===== src/rtl/bdclp_pkg.sv =====
// Types and constants for the button debounce / click / long-press block.
package bdclp_pkg;

  typedef enum logic [1:0] {
    EV_NONE   = 2'd0,
    EV_SINGLE = 2'd1,
    EV_DOUBLE = 2'd2,
    EV_LONG   = 2'd3
  } ev_t;

  typedef enum logic [2:0] {
    REG_BUTTON_MASK   = 3'd0,
    REG_DEBOUNCE      = 3'd1,
    REG_LONG_PRESS    = 3'd2,
    REG_DOUBLE_CLICK  = 3'd3,
    REG_DOUBLE_ENABLE = 3'd4
  } cfg_idx_t;

  typedef struct packed {
    logic [15:0] debounce_ticks;
    logic [15:0] long_press_ticks;
    logic [15:0] double_click_ticks;
    logic        double_click_enable;
  } cfg_t;

  localparam logic [15:0] RST_BUTTON_MASK   = 16'd1;
  localparam logic [15:0] RST_DEBOUNCE      = 16'd50;
  localparam logic [15:0] RST_LONG_PRESS    = 16'd1000;
  localparam logic [15:0] RST_DOUBLE_CLICK  = 16'd300;
  localparam logic        RST_DOUBLE_ENABLE = 1'b0;

  localparam logic [7:0]  CLICK_MAX = 8'd255;

endpackage


===== src/rtl/bdclp_core.sv =====
// Debounce, press timing and click/long event state for the one combined button level.
module bdclp_core import bdclp_pkg::*; #(
  parameter int TIME_WIDTH = 32
) (
  input  logic                  clk,
  input  logic                  rst,
  input  logic                  fire,
  input  logic                  level,
  input  logic [TIME_WIDTH-1:0] now,
  input  cfg_t                  cfg,
  output ev_t                   ev
);

  localparam int CW = (TIME_WIDTH > 16) ? TIME_WIDTH : 16;

  logic                  raw_prev;
  logic [TIME_WIDTH-1:0] debounce_start, debounce_start_next;
  logic                  steady, steady_next;
  logic [TIME_WIDTH-1:0] press_start, press_start_next;
  logic                  long_fired, long_fired_next;
  logic [7:0]            click_count, click_count_next;
  logic [TIME_WIDTH-1:0] last_click, last_click_next;

  logic [TIME_WIDTH-1:0] db_el, long_el, gap_el;

  always_comb begin
    debounce_start_next = (level != raw_prev) ? now : debounce_start;
    steady_next         = steady;
    press_start_next    = press_start;
    long_fired_next     = long_fired;
    click_count_next    = click_count;
    last_click_next     = last_click;
    ev                  = EV_NONE;

    db_el = now - debounce_start_next;
    if ((CW'(db_el) > CW'(cfg.debounce_ticks)) && (level != steady)) begin
      steady_next = level;
      if (level) begin
        press_start_next = now;
        long_fired_next  = 1'b0;
      end else if (!long_fired) begin
        if (click_count != CLICK_MAX) begin
          click_count_next = 8'(click_count + 8'd1);
        end
        last_click_next = now;
      end
    end

    long_el = now - press_start_next;
    if (steady_next && !long_fired_next &&
        (CW'(long_el) > CW'(cfg.long_press_ticks))) begin
      long_fired_next  = 1'b1;
      click_count_next = 8'd0;
      ev               = EV_LONG;
    end

    gap_el = now - last_click_next;
    if (!steady_next && (click_count_next != 8'd0)) begin
      if (cfg.double_click_enable) begin
        if (CW'(gap_el) > CW'(cfg.double_click_ticks)) begin
          ev               = (click_count_next == 8'd1) ? EV_SINGLE : EV_DOUBLE;
          click_count_next = 8'd0;
        end
      end else begin
        ev               = EV_SINGLE;
        click_count_next = 8'd0;
      end
    end
  end

  always_ff @(posedge clk) begin
    if (rst) begin
      raw_prev       <= 1'b0;
      debounce_start <= '0;
      steady         <= 1'b0;
      press_start    <= '0;
      long_fired     <= 1'b0;
      click_count    <= 8'd0;
      last_click     <= '0;
    end else if (fire) begin
      raw_prev       <= level;
      debounce_start <= debounce_start_next;
      steady         <= steady_next;
      press_start    <= press_start_next;
      long_fired     <= long_fired_next;
      click_count    <= click_count_next;
      last_click     <= last_click_next;
    end
  end

endmodule


===== src/rtl/button_debounce_click_long_press.sv =====
// Top level: button debounce with single, double and long-press events.
// Path: an accepted request passes through the input register, then the result register.
// Throughput: 1 request per cycle unless the result side stalls; the event state updates in a single pass.
// Reset: synchronous, clears handshake and event state, loads register defaults.
// Every accepted request yields exactly one result, EV_NONE included.
module button_debounce_click_long_press import bdclp_pkg::*; #(
  parameter int TIME_WIDTH = 32
) (
  input  logic        clk,
  input  logic        rst,
  // configuration write port
  input  logic        cfg_we,
  input  logic [2:0]  cfg_index,
  input  logic [15:0] cfg_data,
  // request channel
  input  logic        in_valid,
  output logic        in_stall,
  input  logic [15:0] buttons,
  input  logic [31:0] timestamp,
  // result channel
  output logic        out_valid,
  input  logic        out_stall,
  output logic [1:0]  event_res
);

  // Configuration registers.
  logic [15:0] button_mask;
  cfg_t        cfg;

  always_ff @(posedge clk) begin
    if (rst) begin
      button_mask             <= RST_BUTTON_MASK;
      cfg.debounce_ticks      <= RST_DEBOUNCE;
      cfg.long_press_ticks    <= RST_LONG_PRESS;
      cfg.double_click_ticks  <= RST_DOUBLE_CLICK;
      cfg.double_click_enable <= RST_DOUBLE_ENABLE;
    end else if (cfg_we) begin
      case (cfg_idx_t'(cfg_index))
        REG_BUTTON_MASK:   button_mask             <= cfg_data;
        REG_DEBOUNCE:      cfg.debounce_ticks      <= cfg_data;
        REG_LONG_PRESS:    cfg.long_press_ticks    <= cfg_data;
        REG_DOUBLE_CLICK:  cfg.double_click_ticks  <= cfg_data;
        REG_DOUBLE_ENABLE: cfg.double_click_enable <= cfg_data[0];
        default: ;  // unmapped index: write dropped
      endcase
    end
  end

  // Input register. It moves into the result register whenever that one is
  // empty or being drained, so a request enters every cycle unless the
  // result side holds back.
  logic        s1_valid;
  logic [15:0] s1_buttons;
  logic [31:0] s1_time;
  logic        accept, fire;

  assign fire     = s1_valid && (!out_valid || !out_stall);
  assign in_stall = s1_valid && out_valid && out_stall;
  assign accept   = in_valid && !in_stall;

  always_ff @(posedge clk) begin
    if (rst) begin
      s1_valid <= 1'b0;
    end else begin
      s1_valid <= accept || (s1_valid && !fire);
    end
  end

  always_ff @(posedge clk) begin
    if (accept) begin
      s1_buttons <= buttons;
      s1_time    <= timestamp;
    end
  end

  // Timestamp folded to the internal time width.
  logic [TIME_WIDTH-1:0] now;

  generate
    if (TIME_WIDTH <= 32) begin : g_time_trunc
      assign now = s1_time[TIME_WIDTH-1:0];
    end else begin : g_time_ext
      assign now = {{(TIME_WIDTH-32){1'b0}}, s1_time};
    end
  endgenerate

  // Any selected bit pressed counts as the raw level; empty mask reads 0.
  logic level;
  assign level = |(s1_buttons & button_mask);

  ev_t ev;

  bdclp_core #(
    .TIME_WIDTH(TIME_WIDTH)
  ) u_core (
    .clk   (clk),
    .rst   (rst),
    .fire  (fire),
    .level (level),
    .now   (now),
    .cfg   (cfg),
    .ev    (ev)
  );

  // Result register.
  always_ff @(posedge clk) begin
    if (rst) begin
      out_valid <= 1'b0;
    end else begin
      out_valid <= fire || (out_valid && out_stall);
    end
  end

  always_ff @(posedge clk) begin
    if (fire) begin
      event_res <= ev;
    end
  end

endmodule


===== config.mk =====
export PLATFORM = sky130hd
export DESIGN_NAME = button_debounce_click_long_press
export DESIGN_NICKNAME = d
export VERILOG_FILES = /design/src/rtl/bdclp_pkg.sv /design/src/rtl/bdclp_core.sv /design/src/rtl/button_debounce_click_long_press.sv
export SDC_FILE = /design/constraint.sdc
export NUM_CORES = 1
export LEC_CHECK = 0
export ABC_AREA = 1
export BUFFER_PORTS_ARGS = -buffer_cell sky130_fd_sc_hd__buf_2
export CAP_MARGIN = 20
export CORE_ASPECT_RATIO = 0.9
export CORE_UTILIZATION = 30
export DETAILED_ROUTE_END_ITERATION = 10
export HOLD_SLACK_MARGIN = 0.06
export PLACE_DENSITY_LB_ADDON = 0.1
export SETUP_SLACK_MARGIN = 0.1
export SYNTH_ARGS = -nofsm -noshare
export SYNTH_HDL_FRONTEND = slang
export SYNTH_SLANG_ARGS = --single-unit

===== constraint.sdc =====
create_clock -name clk -period 13.1 [get_ports clk]
set_input_delay 0.655 -clock clk [delete_from_list [all_inputs] [get_ports clk]]
set_output_delay 0.655 -clock clk [all_outputs]
set_load 0.05 [all_outputs]

==> out/results.ini <==
[timing]
fin_crit_sh_pct = 75.7
skew_ns = 0.0205
slew_headroom_pct = 29.7
hold_violations = 0
worst_pin_slew_ns = 1.05
setup_violations = 0
hold_slack_ns = 0.248
clock.fmax_ghz = 0.101
rsz0062_at_grt = no
period_needed_ns = 9.91
setup-tns-final_ns = 0
drv_slew = 0

[logic_synthesis]
netlist_area_um2 = 15700
synth_cell_types = 56
ys_ff_latch = 224
yosysWarnings = 0
postSynthNetCount = 2479
synth_seq_area_share_pct = 31.8
avgSynthCellArea_um2 = 6.89
syn-instance-count = 2276

[clock_tree]
ctsLongestPathBuffers = 3
cts-htree-levels = 1
clk_pin_slew_worst_paths_ns = 0.07
cts-buffers-inserted = 29
tritoncts = built
worst_skew_pair.late_latency_ns = 0.58
clockRootBuffer = clkbuf_16
cts_setup_buffers = 0
ctsResizeCount = 0
cts_hold_buf = 0
clkSinkCount = 224

[critical_path]
crit_top_cell = nand2_1
cp_max_fo = 37
arrival_ns = 10.23
critical_path_class = flip-flop to flip-flop
cp_slowest_stage_delay_ns = 0.65
cp-end-kind = flip-flop
cpMaxStageDelayCell = nor2_4
critPathLaunchType = flip-flop
cp_top_family = simple AND/OR/NAND/NOR gates
path_buf_inv = 7
critPathRequiredTime_ns = 13.42

[place]
place_inst = 2982
hpwl_um = 40100
globalplace.congestion = 0.878
dpl_cell_area_um2 = 16700
io_buffers = 75

[hold_path]
hold_class = primary input to flip-flop

[power]
max-vdd-ir-drop_v = 0.0000973
power.total_mw = 2.57
power.leakage_nw = 8.10
powerDensity_nw_per_um2 = 145

[routing]
wl_per_cell_um = 16.8
drt-pass1-iter-count = 7
ant_nets = 0
viasPerCell = 4.85
drtIter0Drc = 1067
drcViolationCount = 0
num_vias = 14733
drt-total-wl_um = 51100

[floorplanning]
initial_core_util_pct = 30.3
core-area_um2 = 51700
num_io_pins = 76
die_w_um = 243
rows = 79
die_area_um2 = 53200
fp.dieH_um = 219

[cells_and_area]
drive_above_1_share_pct = 8.60
layout_common_cells = nand2_1, inv_1, o21ai_0, a21oi_1, nor2_1
nFillCells = 5586
antennaDiodeCount = 0
nets = 2528
syn_to_final_growth_pct = 12.8
fin_cells = 3036
final_area_um2 = 17700
final_common_cell = nand2_1

[grt]
grt_overflow = 0
grt_max_degree = 114
track_usage_pct = 19.0
grt_antenna_before_repair = 1
grt_first_pass_wirelength_um = 78300
first_global_vias = 13689

[run_status]
outcome = completed

[flow_run]
cap_viol_max_count = 0

per-stage QoR:
stage / setup WS (ns) / util, %
after floorplan: 4.32 / -
after global placement: 3.37 / 32.3
after detailed placement: 3.11 / 32.3
after CTS: 3.06 / 34.2
after global routing: 1.76 / 34.2
final: 3.19 / 34.2
worst reg2reg max path: cells and delay by family (launching register included):
kind	cells	cell delay (ns)
AND/OR/NAND/NOR	48	4.97
AO/OA/AOI/OAI	11	2.18
adder cells (fa/ha/maj)	4	1.14
buffers and inverters	7	0.88
flip-flops	1	0.36
XOR/XNOR	1	0.15
cells by family (layout without fill, tap and decap cells):
kind of cell / count (synthesis) / count (layout) / synth area share [%]
and+or+nand+nor: 889 / 889 / 24.3
AOI/OAI and AO/OA: 566 / 566 / 19.6
buffers and inverters: 392 / 464 / 9.57
DFF: 224 / 224 / 31.8
adders and majority gates: 131 / 131 / 10.5
xor gates and xnor gates: 62 / 62 / 3.46
muxes: 12 / 12 / 0.766
report_power, final:
group          total [mW]  switching (mW)  internal [mW]
sequential          0.781          0.0322          0.749
clock               0.806           0.333          0.472
combinational       0.983           0.641          0.343
flip-flops by register name, summed over array words and instances, names as in the netlist:
register               cells
u_core.debounce_start     32
u_core.click_count         8
event_res                  2
s1_buttons                16
u_core.last_click         32
button_mask               16
now                       32
u_core.press_start        32
s1_valid                   1
u_core.steady              1
u_core.raw_prev            1
out_valid                  1
cfg                       49
u_core.long_fired          1
cell type report:
| class | count | area (um2) | area share (%) |
|---|---|---|---|
| Inverter | 326 | 1230 | 6.95 |
| Sequential cell | 224 | 4980 | 28.2 |
| Clock inverter | 17 | 169 | 0.955 |
| Multi-Input combinational cell | 1660 | 9200 | 52.0 |
| Timing Repair Buffer | 84 | 443 | 2.50 |
| Clock buffer | 37 | 796 | 4.50 |
| Tap cell | 688 | 861 | 4.87 |
per-layer routing:
metal	GRT usage, %	part of all wire (%)	up-vias
li1	-	-	7665
met1	27.6	52	6783
met2	30.1	43	238
met3	1.88	3.4	47
met4	4.11	1.9	0
met5	0	0	-
synth_stat cells, drive strengths merged:
cell type | number | share of area (%)
a2111oi | 1 | 0.056
a211oi | 11 | 0.53
a21boi | 4 | 0.19
a21o | 2 | 0.096
a21oi | 237 | 7.6
a221oi | 1 | 0.056
a311oi | 1 | 0.056
a31oi | 5 | 0.20
and2 | 3 | 0.12
and3 | 1 | 0.040
buf | 6 | 0.34
clkbuf | 60 | 1.4
clkinv | 1 | 0.024
dfxtp | 174 | 22
edfxtp | 50 | 9.6
fa | 2 | 0.26
ha | 129 | 10
inv | 325 | 7.8
mux2i | 12 | 0.77
nand2 | 538 | 13
nand3 | 103 | 3.8
nand3b | 8 | 0.46
nand4 | 16 | 0.64
nor2 | 189 | 4.7
nor3 | 25 | 0.80
nor4 | 4 | 0.16
o2111a | 1 | 0.072
o2111ai | 3 | 0.17
o211ai | 29 | 1.4
o21a | 4 | 0.19
o21ai | 251 | 8.1
o21bai | 4 | 0.19
o221a | 2 | 0.14
o221ai | 3 | 0.17
o22ai | 1 | 0.040
o31ai | 2 | 0.096
o32ai | 1 | 0.056
o41ai | 3 | 0.17
or2 | 2 | 0.080
xnor2 | 17 | 0.95
xor2 | 45 | 2.5
path summary, 6_finish.rpt:
check | start | slack, ns | depth (start not counted) | to
hold / removal | timestamp[27] | 0.25 | 1 | now[27]$_DFFE_PP_
hold reg to reg | button_mask[0]$_SDFFE_PP1P_ | 0.46 | 2 | button_mask[0]$_SDFFE_PP1P_
setup / recovery | s1_buttons[10]$_DFFE_PP_ | 3.19 | 71 | event_res[0]$_DFFE_PP_
setup reg to reg | s1_buttons[10]$_DFFE_PP_ | 3.19 | 71 | event_res[0]$_DFFE_PP_
(Power assumes the default switching activity.)
